===== config.mk =====
export PLATFORM = sky130hd
export DESIGN_NAME = scancode_to_ascii_fifo
export DESIGN_NICKNAME = d
export VERILOG_FILES = /design/src/hdl/sc2a_pkg.sv /design/src/hdl/sc2a_ram.sv /design/src/hdl/sc2a_ctrl.sv /design/src/hdl/sc2a_dpath.sv /design/src/hdl/scancode_to_ascii_fifo.sv
export SDC_FILE = /design/constraint.sdc
export NUM_CORES = 1
export LEC_CHECK = 0
export BUFFER_PORTS_ARGS = -buffer_cell sky130_fd_sc_hd__buf_2
export CAP_MARGIN = 20
export CORE_AREA = 2 2 226 228
export DETAILED_ROUTE_END_ITERATION = 8
export DIE_AREA = 0 0 228 230
export GPL_TIMING_DRIVEN = 0
export PLACE_DENSITY = 0.45
export SLEW_MARGIN = 0
export SYNTH_ARGS = -nofsm -noshare
export SYNTH_HDL_FRONTEND = slang
export SYNTH_SLANG_ARGS = --single-unit

===== constraint.sdc =====
create_clock -name clk -period 4.7 [get_ports clk]
set_input_delay 0.94 -clock clk [delete_from_list [all_inputs] [get_ports clk]]
set_output_delay 0.94 -clock clk [all_outputs]
set_load 0.03 [all_outputs]

===== src/hdl/sc2a_pkg.sv =====
// Shared types, codes and translation tables for the scan code translator.
package sc2a_pkg;

  // Operation codes of an input word.
  localparam logic [2:0] OP_PUSH    = 3'd0;
  localparam logic [2:0] OP_RD_CHAR = 3'd1;
  localparam logic [2:0] OP_RD_RAW  = 3'd2;
  localparam logic [2:0] OP_LAST    = 3'd3;
  localparam logic [2:0] OP_FLUSH   = 3'd4;

  // Set 1 scan codes that drive the key flags.
  localparam logic [7:0] SC_LSHIFT_MAKE  = 8'h2A;
  localparam logic [7:0] SC_RSHIFT_MAKE  = 8'h36;
  localparam logic [7:0] SC_LSHIFT_BREAK = 8'hAA;
  localparam logic [7:0] SC_RSHIFT_BREAK = 8'hB6;
  localparam logic [7:0] SC_CAPS_MAKE    = 8'h3A;
  localparam logic [7:0] SC_CTRL_MAKE    = 8'h1D;
  localparam logic [7:0] SC_CTRL_BREAK   = 8'h9D;
  localparam logic [7:0] SC_ALT_MAKE     = 8'h38;

  // Highest code that may be printable, and first code that caps lock affects.
  localparam logic [7:0] PRINT_LIMIT = 8'h52;
  localparam logic [7:0] CAPS_FIRST  = 8'h10;

  // Result source selected for the word on the output.
  typedef enum logic [1:0] {
    SRC_NONE = 2'd0,
    SRC_CHAR = 2'd1,
    SRC_RAW  = 2'd2
  } src_t;

  // Commands from the controller to the datapath.
  typedef struct packed {
    logic exec;    // accept the word on the inputs and carry it out
    logic strobe;  // present the result of the word just carried out
  } cmd_t;

  // Character for a scan code with no shift; zero means not printable.
  function automatic logic [7:0] plain_char(input logic [7:0] code);
    logic [7:0] ch;
    case (code)
      8'h01: ch = 8'h1B;  8'h02: ch = 8'h31;  8'h03: ch = 8'h32;  8'h04: ch = 8'h33;
      8'h05: ch = 8'h34;  8'h06: ch = 8'h35;  8'h07: ch = 8'h36;  8'h08: ch = 8'h37;
      8'h09: ch = 8'h38;  8'h0A: ch = 8'h39;  8'h0B: ch = 8'h30;  8'h0C: ch = 8'h2D;
      8'h0D: ch = 8'h3D;  8'h0E: ch = 8'h08;  8'h0F: ch = 8'h09;  8'h10: ch = 8'h71;
      8'h11: ch = 8'h77;  8'h12: ch = 8'h65;  8'h13: ch = 8'h72;  8'h14: ch = 8'h74;
      8'h15: ch = 8'h79;  8'h16: ch = 8'h75;  8'h17: ch = 8'h69;  8'h18: ch = 8'h6F;
      8'h19: ch = 8'h70;  8'h1A: ch = 8'h5B;  8'h1B: ch = 8'h5D;  8'h1C: ch = 8'h0A;
      8'h1E: ch = 8'h61;  8'h1F: ch = 8'h73;  8'h20: ch = 8'h64;  8'h21: ch = 8'h66;
      8'h22: ch = 8'h67;  8'h23: ch = 8'h68;  8'h24: ch = 8'h6A;  8'h25: ch = 8'h6B;
      8'h26: ch = 8'h6C;  8'h27: ch = 8'h3B;  8'h28: ch = 8'h27;  8'h29: ch = 8'h60;
      8'h2B: ch = 8'h5C;  8'h2C: ch = 8'h7A;  8'h2D: ch = 8'h78;  8'h2E: ch = 8'h63;
      8'h2F: ch = 8'h76;  8'h30: ch = 8'h62;  8'h31: ch = 8'h6E;  8'h32: ch = 8'h6D;
      8'h33: ch = 8'h2C;  8'h34: ch = 8'h2E;  8'h35: ch = 8'h2F;  8'h37: ch = 8'h2A;
      8'h39: ch = 8'h20;
      default: ch = 8'h00;
    endcase
    return ch;
  endfunction

  // Character for a scan code with shift applied.
  function automatic logic [7:0] upper_char(input logic [7:0] code);
    logic [7:0] ch;
    case (code)
      8'h01: ch = 8'h1B;  8'h02: ch = 8'h21;  8'h03: ch = 8'h40;  8'h04: ch = 8'h23;
      8'h05: ch = 8'h24;  8'h06: ch = 8'h25;  8'h07: ch = 8'h5E;  8'h08: ch = 8'h26;
      8'h09: ch = 8'h2A;  8'h0A: ch = 8'h28;  8'h0B: ch = 8'h29;  8'h0C: ch = 8'h5F;
      8'h0D: ch = 8'h2B;  8'h0E: ch = 8'h08;  8'h0F: ch = 8'h09;  8'h10: ch = 8'h51;
      8'h11: ch = 8'h57;  8'h12: ch = 8'h45;  8'h13: ch = 8'h52;  8'h14: ch = 8'h54;
      8'h15: ch = 8'h59;  8'h16: ch = 8'h55;  8'h17: ch = 8'h49;  8'h18: ch = 8'h4F;
      8'h19: ch = 8'h50;  8'h1A: ch = 8'h7B;  8'h1B: ch = 8'h7D;  8'h1C: ch = 8'h0A;
      8'h1E: ch = 8'h41;  8'h1F: ch = 8'h53;  8'h20: ch = 8'h44;  8'h21: ch = 8'h46;
      8'h22: ch = 8'h47;  8'h23: ch = 8'h48;  8'h24: ch = 8'h4A;  8'h25: ch = 8'h4B;
      8'h26: ch = 8'h4C;  8'h27: ch = 8'h3A;  8'h28: ch = 8'h22;  8'h29: ch = 8'h7C;
      8'h2B: ch = 8'h5C;  8'h2C: ch = 8'h5A;  8'h2D: ch = 8'h58;  8'h2E: ch = 8'h43;
      8'h2F: ch = 8'h56;  8'h30: ch = 8'h42;  8'h31: ch = 8'h4E;  8'h32: ch = 8'h4D;
      8'h33: ch = 8'h3C;  8'h34: ch = 8'h3E;  8'h35: ch = 8'h3F;  8'h37: ch = 8'h2A;
      8'h39: ch = 8'h20;
      default: ch = 8'h00;
    endcase
    return ch;
  endfunction

endpackage


===== src/hdl/sc2a_ram.sv =====
// Generic single write port, single read port RAM with registered read data.
module sc2a_ram #(
  parameter int WIDTH = 8,
  parameter int DEPTH = 16
) (
  input  logic                     clk,
  input  logic                     we,
  input  logic [$clog2(DEPTH)-1:0] waddr,
  input  logic [WIDTH-1:0]         wdata,
  input  logic [$clog2(DEPTH)-1:0] raddr,
  output logic [WIDTH-1:0]         rdata
);

  logic [WIDTH-1:0] mem [DEPTH];
  logic [WIDTH-1:0] rdata_r;

  always_ff @(posedge clk) begin
    if (we) begin
      mem[waddr] <= wdata;
    end
    rdata_r <= mem[raddr];
  end

  assign rdata = rdata_r;

endmodule


===== src/hdl/sc2a_ctrl.sv =====
// Controller state machine: accepts one word and schedules its result cycle.
module sc2a_ctrl (
  input  logic            clk,
  input  logic            rst_n,
  input  logic            start,
  output logic            busy,
  output sc2a_pkg::cmd_t  cmd
);

  typedef enum logic [1:0] {
    S_IDLE = 2'b01,
    S_DONE = 2'b10
  } state_t;

  state_t state_r, state_nxt;

  always_comb begin
    state_nxt  = state_r;
    cmd.exec   = 1'b0;
    cmd.strobe = 1'b0;
    busy       = 1'b0;
    case (state_r)
      S_IDLE: begin
        if (start) begin
          cmd.exec  = 1'b1;
          state_nxt = S_DONE;
        end
      end
      S_DONE: begin
        // Registered read data is ready now; show the result for this cycle.
        busy       = 1'b1;
        cmd.strobe = 1'b1;
        state_nxt  = S_IDLE;
      end
      default: begin
        state_nxt = S_IDLE;
      end
    endcase
  end

  always_ff @(posedge clk) begin
    if (!rst_n) begin
      state_r <= S_IDLE;
    end else begin
      state_r <= state_nxt;
    end
  end

endmodule


===== src/hdl/sc2a_dpath.sv =====
// Datapath: key flags, translation, ring pointers and both ring memories.
module sc2a_dpath #(
  parameter int RING_DEPTH = 16
) (
  input  logic            clk,
  input  logic            rst_n,
  input  sc2a_pkg::cmd_t  cmd,
  input  logic [2:0]      in_operation,
  input  logic [7:0]      in_scan_code,
  output logic [7:0]      out_read_value,
  output logic            out_value_valid,
  output logic            out_alt_seen,
  output logic            out_ctrl_held
);

  localparam int PTR_W = $clog2(RING_DEPTH);
  localparam logic [PTR_W-1:0] PTR_LAST = PTR_W'(RING_DEPTH - 1);

  function automatic logic [PTR_W-1:0] next_slot(input logic [PTR_W-1:0] p);
    return (p == PTR_LAST) ? '0 : p + 1'b1;
  endfunction

  logic shift_r, shift_nxt, caps_r, caps_nxt, ctrl_r, ctrl_nxt, alt_r, alt_nxt;
  logic [PTR_W-1:0] raw_wr_r, raw_wr_nxt, raw_rd_r, raw_rd_nxt;
  logic [PTR_W-1:0] chr_wr_r, chr_wr_nxt, chr_rd_r, chr_rd_nxt;
  logic raw_pend_r, raw_pend_nxt, chr_pend_r, chr_pend_nxt;
  logic [RING_DEPTH-1:0] chr_vld_r, chr_vld_nxt;
  logic chr_rvld_r, hit_r, hit_nxt;
  sc2a_pkg::src_t src_r, src_nxt;

  logic [PTR_W-1:0] chr_raddr;
  logic [7:0] plain_ch, upper_ch, chr_wdata, chr_rdata, raw_rdata;
  logic chr_we, raw_we;

  assign plain_ch = sc2a_pkg::plain_char(in_scan_code);
  assign upper_ch = sc2a_pkg::upper_char(in_scan_code);

  always_comb begin
    shift_nxt    = shift_r;
    caps_nxt     = caps_r;
    ctrl_nxt     = ctrl_r;
    alt_nxt      = alt_r;
    raw_wr_nxt   = raw_wr_r;
    raw_rd_nxt   = raw_rd_r;
    chr_wr_nxt   = chr_wr_r;
    chr_rd_nxt   = chr_rd_r;
    raw_pend_nxt = raw_pend_r;
    chr_pend_nxt = chr_pend_r;
    chr_vld_nxt  = chr_vld_r;
    hit_nxt      = 1'b0;
    src_nxt      = sc2a_pkg::SRC_NONE;
    chr_we       = 1'b0;
    raw_we       = 1'b0;
    chr_wdata    = plain_ch;
    chr_raddr    = chr_rd_r;
    if (cmd.exec) begin
      case (in_operation)
        sc2a_pkg::OP_PUSH: begin
          if (in_scan_code inside {sc2a_pkg::SC_LSHIFT_MAKE, sc2a_pkg::SC_RSHIFT_MAKE}) begin
            shift_nxt = 1'b1;
          end
          if (in_scan_code inside {sc2a_pkg::SC_LSHIFT_BREAK,
                                   sc2a_pkg::SC_RSHIFT_BREAK}) begin
            shift_nxt = 1'b0;
          end
          if (in_scan_code == sc2a_pkg::SC_CAPS_MAKE) begin
            caps_nxt = ~caps_r;
          end
          if (in_scan_code == sc2a_pkg::SC_CTRL_MAKE) begin
            ctrl_nxt = 1'b1;
          end
          if (in_scan_code == sc2a_pkg::SC_CTRL_BREAK) begin
            ctrl_nxt = 1'b0;
          end
          if (in_scan_code == sc2a_pkg::SC_ALT_MAKE) begin
            alt_nxt = 1'b1;
          end
          // Translation sees the flags as updated by this very code.
          if (in_scan_code <= sc2a_pkg::PRINT_LIMIT && plain_ch != 8'h00) begin
            chr_we = 1'b1;
            if (shift_nxt || (caps_nxt && in_scan_code >= sc2a_pkg::CAPS_FIRST)) begin
              chr_wdata = upper_ch;
            end
            chr_vld_nxt[chr_wr_r] = 1'b1;
            chr_wr_nxt   = next_slot(chr_wr_r);
            chr_pend_nxt = 1'b1;
          end
          raw_we       = 1'b1;
          raw_wr_nxt   = next_slot(raw_wr_r);
          raw_pend_nxt = 1'b1;
        end
        sc2a_pkg::OP_RD_CHAR: begin
          if (chr_pend_r) begin
            hit_nxt      = 1'b1;
            src_nxt      = sc2a_pkg::SRC_CHAR;
            chr_rd_nxt   = next_slot(chr_rd_r);
            chr_pend_nxt = (next_slot(chr_rd_r) != chr_wr_r);
          end
        end
        sc2a_pkg::OP_RD_RAW: begin
          if (raw_pend_r) begin
            hit_nxt      = 1'b1;
            src_nxt      = sc2a_pkg::SRC_RAW;
            raw_rd_nxt   = next_slot(raw_rd_r);
            raw_pend_nxt = (next_slot(raw_rd_r) != raw_wr_r);
          end
        end
        sc2a_pkg::OP_LAST: begin
          chr_raddr = (chr_wr_r == '0) ? PTR_LAST : chr_wr_r - 1'b1;
          hit_nxt   = 1'b1;
          src_nxt   = sc2a_pkg::SRC_CHAR;
        end
        sc2a_pkg::OP_FLUSH: begin
          raw_wr_nxt   = '0;
          raw_rd_nxt   = '0;
          chr_wr_nxt   = '0;
          chr_rd_nxt   = '0;
          raw_pend_nxt = 1'b0;
          chr_pend_nxt = 1'b0;
        end
        default: begin
        end
      endcase
    end
  end

  always_ff @(posedge clk) begin
    if (!rst_n) begin
      shift_r    <= 1'b0;
      caps_r     <= 1'b0;
      ctrl_r     <= 1'b0;
      alt_r      <= 1'b0;
      raw_wr_r   <= '0;
      raw_rd_r   <= '0;
      chr_wr_r   <= '0;
      chr_rd_r   <= '0;
      raw_pend_r <= 1'b0;
      chr_pend_r <= 1'b0;
      chr_vld_r  <= '0;
      hit_r      <= 1'b0;
      src_r      <= sc2a_pkg::SRC_NONE;
      chr_rvld_r <= 1'b0;
    end else begin
      shift_r    <= shift_nxt;
      caps_r     <= caps_nxt;
      ctrl_r     <= ctrl_nxt;
      alt_r      <= alt_nxt;
      raw_wr_r   <= raw_wr_nxt;
      raw_rd_r   <= raw_rd_nxt;
      chr_wr_r   <= chr_wr_nxt;
      chr_rd_r   <= chr_rd_nxt;
      raw_pend_r <= raw_pend_nxt;
      chr_pend_r <= chr_pend_nxt;
      chr_vld_r  <= chr_vld_nxt;
      hit_r      <= hit_nxt;
      src_r      <= src_nxt;
      chr_rvld_r <= chr_vld_r[chr_raddr];
    end
  end

  sc2a_ram #(.WIDTH(8), .DEPTH(RING_DEPTH)) u_chr_ram (
    .clk   (clk),
    .we    (chr_we),
    .waddr (chr_wr_r),
    .wdata (chr_wdata),
    .raddr (chr_raddr),
    .rdata (chr_rdata)
  );

  sc2a_ram #(.WIDTH(8), .DEPTH(RING_DEPTH)) u_raw_ram (
    .clk   (clk),
    .we    (raw_we),
    .waddr (raw_wr_r),
    .wdata (in_scan_code),
    .raddr (raw_rd_r),
    .rdata (raw_rdata)
  );

  // A character entry never written since reset reads as zero.
  always_comb begin
    out_read_value = 8'h00;
    if (cmd.strobe) begin
      case (src_r)
        sc2a_pkg::SRC_CHAR: out_read_value = chr_rvld_r ? chr_rdata : 8'h00;
        sc2a_pkg::SRC_RAW:  out_read_value = raw_rdata;
        default:            out_read_value = 8'h00;
      endcase
    end
  end

  assign out_value_valid = cmd.strobe & hit_r;
  assign out_alt_seen    = cmd.strobe & alt_r;
  assign out_ctrl_held   = cmd.strobe & ctrl_r;

endmodule


===== src/hdl/scancode_to_ascii_fifo.sv =====
// Top level of the set 1 scan code translator with character and raw code rings.
//
// A word is taken at a rising edge with start high and busy low; busy then
// stays high for one cycle, during which out_strobe is high and the result
// of that word sits on the out_ ports. The receiver cannot hold a result off,
// so it must capture the word in the strobe cycle. The result appears in the
// cycle straight after the accepting edge, so each word occupies the cycle
// in which it is accepted and the strobe cycle. A new word may be offered in
// the cycle after the strobe, so no word is taken while the last is in hand;
// this is set by the registered read port of the ring memories. A push
// word updates the shift, caps lock, control and alt flags, stores the raw
// code and, for printable codes, the translated character. Reads return zero
// with out_value_valid low when their ring is empty; the last-character read
// is always valid, with never-written character entries reading as zero after
// reset. Both rings overwrite their oldest entries when full, and a flush
// empties both without touching the stored data or the key flags.
module scancode_to_ascii_fifo #(
  parameter int RING_DEPTH = 16
) (
  input  logic       clk,
  input  logic       rst_n,
  input  logic       start,
  output logic       busy,
  input  logic [2:0] in_operation,
  input  logic [7:0] in_scan_code,
  output logic       out_strobe,
  output logic [7:0] out_read_value,
  output logic       out_value_valid,
  output logic       out_alt_seen,
  output logic       out_ctrl_held
);

  sc2a_pkg::cmd_t cmd;

  // The controller sequences acceptance and the result cycle.
  sc2a_ctrl u_ctrl (
    .clk   (clk),
    .rst_n (rst_n),
    .start (start),
    .busy  (busy),
    .cmd   (cmd)
  );

  // The datapath holds the flags, the pointers and both ring memories.
  sc2a_dpath #(.RING_DEPTH(RING_DEPTH)) u_dpath (
    .clk             (clk),
    .rst_n           (rst_n),
    .cmd             (cmd),
    .in_operation    (in_operation),
    .in_scan_code    (in_scan_code),
    .out_read_value  (out_read_value),
    .out_value_valid (out_value_valid),
    .out_alt_seen    (out_alt_seen),
    .out_ctrl_held   (out_ctrl_held)
  );

  assign out_strobe = cmd.strobe;

endmodule


### Word-level counts from Yosys, hierarchy flattened

Memory sizes are Yosys's and may differ from the RTL's. A register that Yosys moved wholly into a read port is not among the register bits.
Index checks and enable logic that the tools add are counted.

| operators by class | value |
|---|---|
| $add $sub $neg | 5 |
| multiply operators | 0 |
| div/mod/pow operators | 0 |
| $lt $le $gt $ge | 5 |
| eq/ne operators | 25 |
| shifts and indexed selects | 0 |
| muxes and demuxes | 59 |
| bitwise operators | 5 |
| reduce and logical (&&, ||, !) cells | 28 |

Operators by type and width:

| kind | count |
|---|---|
| two-way mux 8 bit | 8 |
| two-way mux 4 bit | 10 |
| equality test 8 x 6 -> 1 bit, second input constant | 4 |
| one-hot mux 4 bit (2 select lines) | 4 |
| two-way mux 1 bit | 29 |
| equality test 8 bit, second input constant | 3 |
| AND reduction 3 bit | 7 |
| adder 4 x 1 -> 4 bit, second input constant | 4 |
| equality test 4 bit, second input constant | 4 |
| bitwise OR 16 bit | 1 |
| one-hot mux 8 bit (2 select lines) | 1 |
| nonzero test 2 bit | 6 |
| < comparator 4 x 5 -> 1 bit, second input constant | 2 |
| AND reduction 2 bit | 5 |
| one-hot mux 1 bit (3 select lines) | 3 |
| equality test 8 x 5 -> 1 bit, second input constant | 1 |
| greater-or-equal comparator 8 x 5 -> 1 bit, second input constant | 1 |
| less-or-equal comparator 8 x 7 -> 1 bit, second input constant | 1 |
| inequality test 4 bit | 2 |
| nonzero test 8 bit | 1 |
| equality test 3 x 2 -> 1 bit, second input constant | 2 |
| inequality test 2 x 1 -> 1 bit, second input constant | 3 |
| one-hot mux 2 bit (3 select lines) | 1 |
| nonzero test 3 bit | 2 |
| other kinds (16) | 22 |

| word-level totals | value |
|---|---|
| bits in registers | 44 |
| bits in latches | 0 |
| bits in writable memories | 256 |
| ROM bits | 896 |
| input port bits | 14 |
| output and inout bits | 13 |
| memories kept | 4 |

Memory list:

| memory | words | bits a word | rd ports | clocked after memory_dff | wr ports | RTL line | text |
|---|---|---|---|---|---|---|---|
| (no name shown) | 64 | 7 | 1 | 0 | 0 | sc2a_pkg.sv:64 | `case (code)` |
| (no name shown) | 64 | 7 | 1 | 0 | 0 | sc2a_pkg.sv:41 | `case (code)` |
| u_dpath.u_chr_ram.mem | 16 | 8 | 1 | 1 | 1 | sc2a_ram.sv:14 | `logic [WIDTH-1:0] mem [DEPTH];` |
| u_dpath.u_raw_ram.mem | 16 | 8 | 1 | 1 | 1 | sc2a_ram.sv:14 |  |

### Logic depth before layout (Yosys ltp)

| depth | value |
|---|---|
| depth in word-level cells | 11 |
| gate-level depth with buffers | 12 |
| gate-level depth less buffers | 9 |

### Hierarchy

From an unflattened synthesis, not the netlist that was laid out.

| unflattened totals | value |
|---|---|
| cells, all modules | 923 |
| area total of the unflattened synthesis | 14029.7 sq um |

By module, submodules not included:

| module | times used | cells an instance | area an instance (sq um) |
|---|---|---|---|
| sc2a_ram | 2 | 229 | 5147.4 |
| sc2a_dpath | 1 | 458 | 3652.3 |
| sc2a_ctrl | 1 | 7 | 82.6 |

### Least setup slack after synthesis

OpenSTA, ideal clock, no wires.

| timing | value |
|---|---|
| kind | in2reg |
| from | input in_scan_code[0] |
| to | memory u_dpath.u_chr_ram.mem[0][0], data pin |
| setup time | 0.296 ns |
| data arrival time | 3.735 ns |
| data required time | 4.404 ns |
| setup slack | 0.670 ns |
| cell stages on the path | 12 |
| buffers on the path | 3 |
| cells stage by stage | buf_4 > inv_1 > ha_1 > clkbuf_1 > a21oi_1 > o31ai_1 > a2111oi_0 > a21boi_1 > a41oi_2 > and2_1 > buf_6 > mux2i_1 |

| on the way | value |
|---|---|
| word-level cells in the longest chain between the ends | 11 |
| elaborated cells on any way between the ends | 28 |
| classes of those cells | 2 x order compare; 5 x eq/ne; 13 x mux; 6 x reduce/logical; 2 x memory |

Ends and longest elaborated chain:

| what | RTL line | text |
|---|---|---|
| start: declaration | scancode_to_ascii_fifo.sv:25 | `input logic [7:0] in_scan_code,` |
| parallel branches: the longest is 10 deep, another holds memory (64 x 7 bit) | n/a |  |
| two-way mux 8 bit (*) | sc2a_dpath.sv:56 | `if (cmd.exec) begin` |
| net u_dpath.chr_wdata[0] | sc2a_dpath.sv:32 | `logic [7:0] plain_ch, upper_ch, chr_wdata, chr_rdata, raw_rdata;` |
| end: declaration | sc2a_ram.sv:14 |  |

Mark *: on every way through the listed nets, which the timed path passes. The select of a mux whose other input is x is not followed.

### Worst setup path in the final report

| timing | value |
|---|---|
| from | input in_scan_code[0] |
| to | memory u_dpath.u_chr_ram.mem[12][4] (enable) |

| on the way | value |
|---|---|
| word-level cells in the longest chain between the ends | 9 |
| elaborated cells on any way between the ends | 10 |
| classes of those cells | 1 x order compare; 6 x mux; 2 x reduce/logical; 1 x memory |

Ends and longest elaborated chain:

| what | RTL line | text |
|---|---|---|
| memory (64 x 7 bit) | n/a |  |
| two-way mux 8 bit | sc2a_pkg.sv:41 |  |
| nonzero test 8 bit | sc2a_dpath.sv:79 | `if (in_scan_code <= sc2a_pkg::PRINT_LIMIT && plain_ch != 8'h00) begin` |
| logical AND 1 bit (*) | sc2a_dpath.sv:79 |  |
| two-way mux 1 bit (*) | sc2a_dpath.sv:79 |  |
| two-way mux 1 bit (*) | sc2a_dpath.sv:57 | `case (in_operation)` |
| two-way mux 1 bit (*) | sc2a_dpath.sv:56 |  |
| two-way mux 1 bit (*) | sc2a_ram.sv:18 | `if (we) begin` |
| two-way mux 1 bit (implied by the code) (*) | sc2a_ram.sv:19 | `mem[waddr] <= wdata;` |

Mark *: on every way between the ends. The rest lies on a longest branch, timed or not.

==> results <==
- The count of port buffers added during placement is 25.
- The flop and latch count out of synthesis is 299.
- The run finished with clean final reports.
- Once detail routing completed, the nets flagged for antenna violations numbered 0.
- Once layout is done, the placed cells without fillers occupy 15,500 sq um.
- The first detailed-routing pass took 6 iterations.
- The setup slack after layout is 0.152 ns.
- Measured on the finished design, the core utilization comes to 31.0%.
- The number of different library cells used by synthesis comes to 66.
- The cell count after placement is 1,602.
- The number of vias per cell after detailed routing is 4.70.
- Global routing used 12.9% of the available tracks.
- Entering global routing, the biggest net connects 25 pins.
- The worst endpoint data arrival time is 4.73 ns.
- By area the synthesized netlist is led by sky130_fd_sc_hd__edfxtp_1 (54%), sky130_fd_sc_hd__mux4_2 (13%), sky130_fd_sc_hd__dfxtp_1 (8.9%).
- The horizontal die dimension is 228 um.
- The launch instance of the worst register-to-register path is u_ctrl.state_r[1].
- The final period utilization is 96.8%.
- Setup violations remaining at the end of the flow were counted as 0.
- In this run the worst path has a maximum fanout of 21.
- The aggregate routed wire length is 33,800 um.
- The power density of the placed cells is 372 nW/um^2.
- The peak ir drop on the vdd network is 224 uV.
- The later-pin clock latency in the skew report is 0.56 ns.
- The synthesized netlist net count is 938.
- Once the floorplan was initialized, standard cells occupied 26.7% of the core.
- The detailed router's first-iteration violation count is 742.
- The net count of the finished layout is 1,001.
- The number of global-route vias before repair is 7,852.
- STA classifies the critical path startpoint as an input pin.
- Of the cells placed in the final design, the portion with a size suffix greater than 1 is 21.0%.
- The clock tree from TritonCTS is done.
- The area inside the core boundary is 49,900 sq um.
- The clock tree skew after final layout is 0.0104 ns.
- The startpoint-to-endpoint class of the critical path is in2reg.
- The die height is 230 um.
- TritonCTS created 29 clock buffers.
- After detailed routing, the average wire length per cell comes to 20.4 um.
- The smallest clock period supported by the final layout is computed as 4.55 ns.
- The number of max-capacitance violations reported is 0.
- The startpoint of the tightest hold check path is u_dpath.chr_vld_r[11].
- In this run the worst setup path begins at in_scan_code[0].
- The number of failing hold endpoints at the final stage is 0.
- The number of synthesis warnings is 0.
- The synthesized design spends more area on one cell type than any other, namely sky130_fd_sc_hd__edfxtp_1.
- At the pin with the least slew margin, the transition time is 0.954 ns.
- The non-filler instance count after layout is 1,657.
- The worst setup timing slack at the placement stage is -0.450 ns.
- Summed over all cells, the static leakage comes to 5.06 nW.
- Hold timing on the final database bottoms out at a slack of 0.453 ns.
- The worst pin sits at a relative slew slack of 36.4%.
- The final RePlAce weighted congestion is 0.923.
- A synthesized cell averages 14.8 sq um.
- After layout, the design draws a total of 5.76 mW.
- The number of sinks driven by the clock tree is 299.
- In the final timing run, aggregate negative setup slack is 0 ns.
- After clock tree synthesis, the clock-pin slew on the worst setup and hold paths is 0.06 ns.
- Of all flip-flops after synthesis, the portion carrying an async set or reset was 0%.
- The worst path required time is 4.88 ns.
- The count of flip-flops with a built-in enable after synthesis is 240.
- No sink is reached through more buffers than the 3 on the longest clock path.
- The max-slew violation count is 0.
- Pin placement for this block handled 27 I/O pins.
- Relative to the synthesized area, the layout overhead comes to 16.1%.
- In the routed design, unresolved DRC markers number 0.
- The cts-stage hold buffer count is 0.
- The initial antenna violation count is 2.
- The root buffer cell is sky130_fd_sc_hd__clkbuf_16.
- The floorplan has 82 rows.
- The first global-routing pass estimated 51,100 um of wire.
- In the synthesized netlist, the number of instances is 899.
- Detailed placement ended at an HPWL of 23,400 um.
- The post-place instance area is 14,400 sq um.
- The aggregate global routing overflow is 0.
- The floorplan step defined a die boundary enclosing 52,400 sq um.
- Setup repair after global routing could not meet its margin everywhere.
- Sequential cells were found to cover 62.9% of the synthesized design area.
- The synthesized cell area is 13,300 sq um.
- The area share of the largest cell type after synthesis is 54.1%.
- The depth of the CTS H-tree is 1.
- The most used flip-flop cell after synthesis is sky130_fd_sc_hd__edfxtp_1.
- The highest achievable clock rate is 0.220 GHz.
- The number of antenna diodes in the final layout is 0.
- The category of the worst setup path capture point is a flip-flop.
- The min-delay analysis places its worst path in the category reg2reg.
- The detailed router placed 7,782 vias in this run.
==> layout make-up <==
class / instances / area, sq um
Timing Repair Buffer: 32 / 189
Clock inverter: 20 / 297
Buffer: 53 / 259
Multi-Input combinational cell: 523 / 4640
Sequential cell: 299 / 8390
Tap cell: 672 / 841
Fill cell: 5004 / 34400
Inverter: 24 / 92.6
Clock buffer: 34 / 764
==> report_power, final <==
group | switching [mW] | internal [mW] | leakage, nW | total (mW)
Clock | 1.01 | 1.56 | 0.519 | 2.57
Combinational | 0.210 | 0.109 | 1.88 | 0.319
Sequential | 0.00638 | 2.87 | 2.66 | 2.88
Total | 1.23 | 4.53 | 5.06 | 5.76
==> registers in the layout, indices dropped and copies added, names as in the netlist, 2 cells and up <==
signal and cells:
u_dpath.u_raw_ram.rdata 8, u_dpath.chr_vld_r 16, u_dpath.raw_rd_r 4, u_dpath.chr_rd_r 4
u_dpath.u_raw_ram.mem 128, u_dpath.chr_wr_r 4, u_ctrl.state_r 2, u_dpath.u_chr_ram.rdata 7
u_dpath.src_r 2, u_dpath.raw_wr_r 4, u_dpath.u_chr_ram.mem 112
==> layer usage <==
| metal | global-route usage (%) | vias to the layer above | share of wire (%) |
|---|---|---|---|
| li1 | - | 3620 | - |
| met1 | 18.3 | 3964 | 48 |
| met2 | 21.1 | 168 | 47 |
| met3 | 1.64 | 28 | 3.8 |
| met4 | 2.55 | 2 | 1.2 |
| met5 | 0 | - | 0.038 |
==> cell usage in the layout, fill, tap and decap left out, drive strengths merged, types with 4 or more instances in the layout <==
master / instances
a211oi: 5
nand4: 6
ha: 25
and3: 12
nor2: 55
nand2b: 17
nor2b: 7
clkbuf: 58
edfxtp: 240
buf: 61
inv: 24
o21ai: 36
nor3: 11
bufinv: 7
mux2i: 37
o31ai: 19
nand2: 58
xnor2: 11
a21oi: 35
a311oi: 4
mux4: 75
nand3: 20
dfxtp: 59
a31oi: 11
a22oi: 7
clkinv: 11
a221oi: 4
and2: 20
==> cell usage after synthesis, types with 5 or more instances <==
cell and instances:
sky130_fd_sc_hd__nand2b_1 17, sky130_fd_sc_hd__and2_1 20, sky130_fd_sc_hd__xnor2_1 11, sky130_fd_sc_hd__clkbuf_1 24
sky130_fd_sc_hd__edfxtp_1 240, sky130_fd_sc_hd__a31oi_1 11, sky130_fd_sc_hd__a21oi_1 35, sky130_fd_sc_hd__nand4_1 5
sky130_fd_sc_hd__o31ai_1 19, sky130_fd_sc_hd__mux4_2 75, sky130_fd_sc_hd__a22oi_1 7, sky130_fd_sc_hd__inv_1 22
sky130_fd_sc_hd__ha_1 25, sky130_fd_sc_hd__mux2i_1 37, sky130_fd_sc_hd__nor3_1 11, sky130_fd_sc_hd__nor2_1 55
sky130_fd_sc_hd__buf_2 18, sky130_fd_sc_hd__dfxtp_1 59, sky130_fd_sc_hd__nand2_1 57, sky130_fd_sc_hd__nor2b_1 7
sky130_fd_sc_hd__and3_1 12, sky130_fd_sc_hd__a211oi_1 5, sky130_fd_sc_hd__o21ai_0 33, sky130_fd_sc_hd__nand3_1 19
==> cell families (layout without fill, tap and decap cells) <==
kind of cell | Yosys count | count (layout) | synth area share (%)
DFF | 299 | 299 | 62.9
and+or+nand+nor | 221 | 221 | 8.22
AOI/OAI and AO/OA | 149 | 149 | 7.31
muxes | 114 | 114 | 15.6
buffers and inverters | 77 | 163 | 2.64
adders and majority gates | 25 | 25 | 2.35
xor gates and xnor gates | 14 | 14 | 0.920
==> path summary, 6_finish.rpt <==
check / cells past startpoint / slack, ns / to
max: 13 / 0.15 / u_dpath.u_chr_ram.mem[12][4]
min reg2reg: 2 / 0.45 / u_dpath.chr_vld_r[11]
max reg2reg: 6 / 1.37 / u_dpath.u_chr_ram.mem[12][4]
min: 2 / 0.45 / u_dpath.chr_vld_r[11]
==> worst max-delay path: stages <==
cell and delay [ns]:
sky130_fd_sc_hd__buf_2 0.38, sky130_fd_sc_hd__buf_4 0.27, sky130_fd_sc_hd__inv_1 0.10, sky130_fd_sc_hd__ha_1 0.20, sky130_fd_sc_hd__clkbuf_1 0.24, sky130_fd_sc_hd__a21oi_1 0.25, sky130_fd_sc_hd__o31ai_1 0.10, sky130_fd_sc_hd__a2111oi_0 0.46
sky130_fd_sc_hd__buf_1 0.23, sky130_fd_sc_hd__a21boi_1 0.16, sky130_fd_sc_hd__a41oi_2 0.43, sky130_fd_sc_hd__nand2_1 0.29, sky130_fd_sc_hd__nor2_1 0.66
==> timing repair <==
| item | CTS | global route |
|---|---|---|
| hold endpoints to repair | 0 | 0 |
| endpoints found under the setup margin | 0 | 148 |
| gates resized for setup | 0 | 11 |
| setup buffers | 0 | 0 |
No activity file was read; power rests on OpenSTA's default activity.
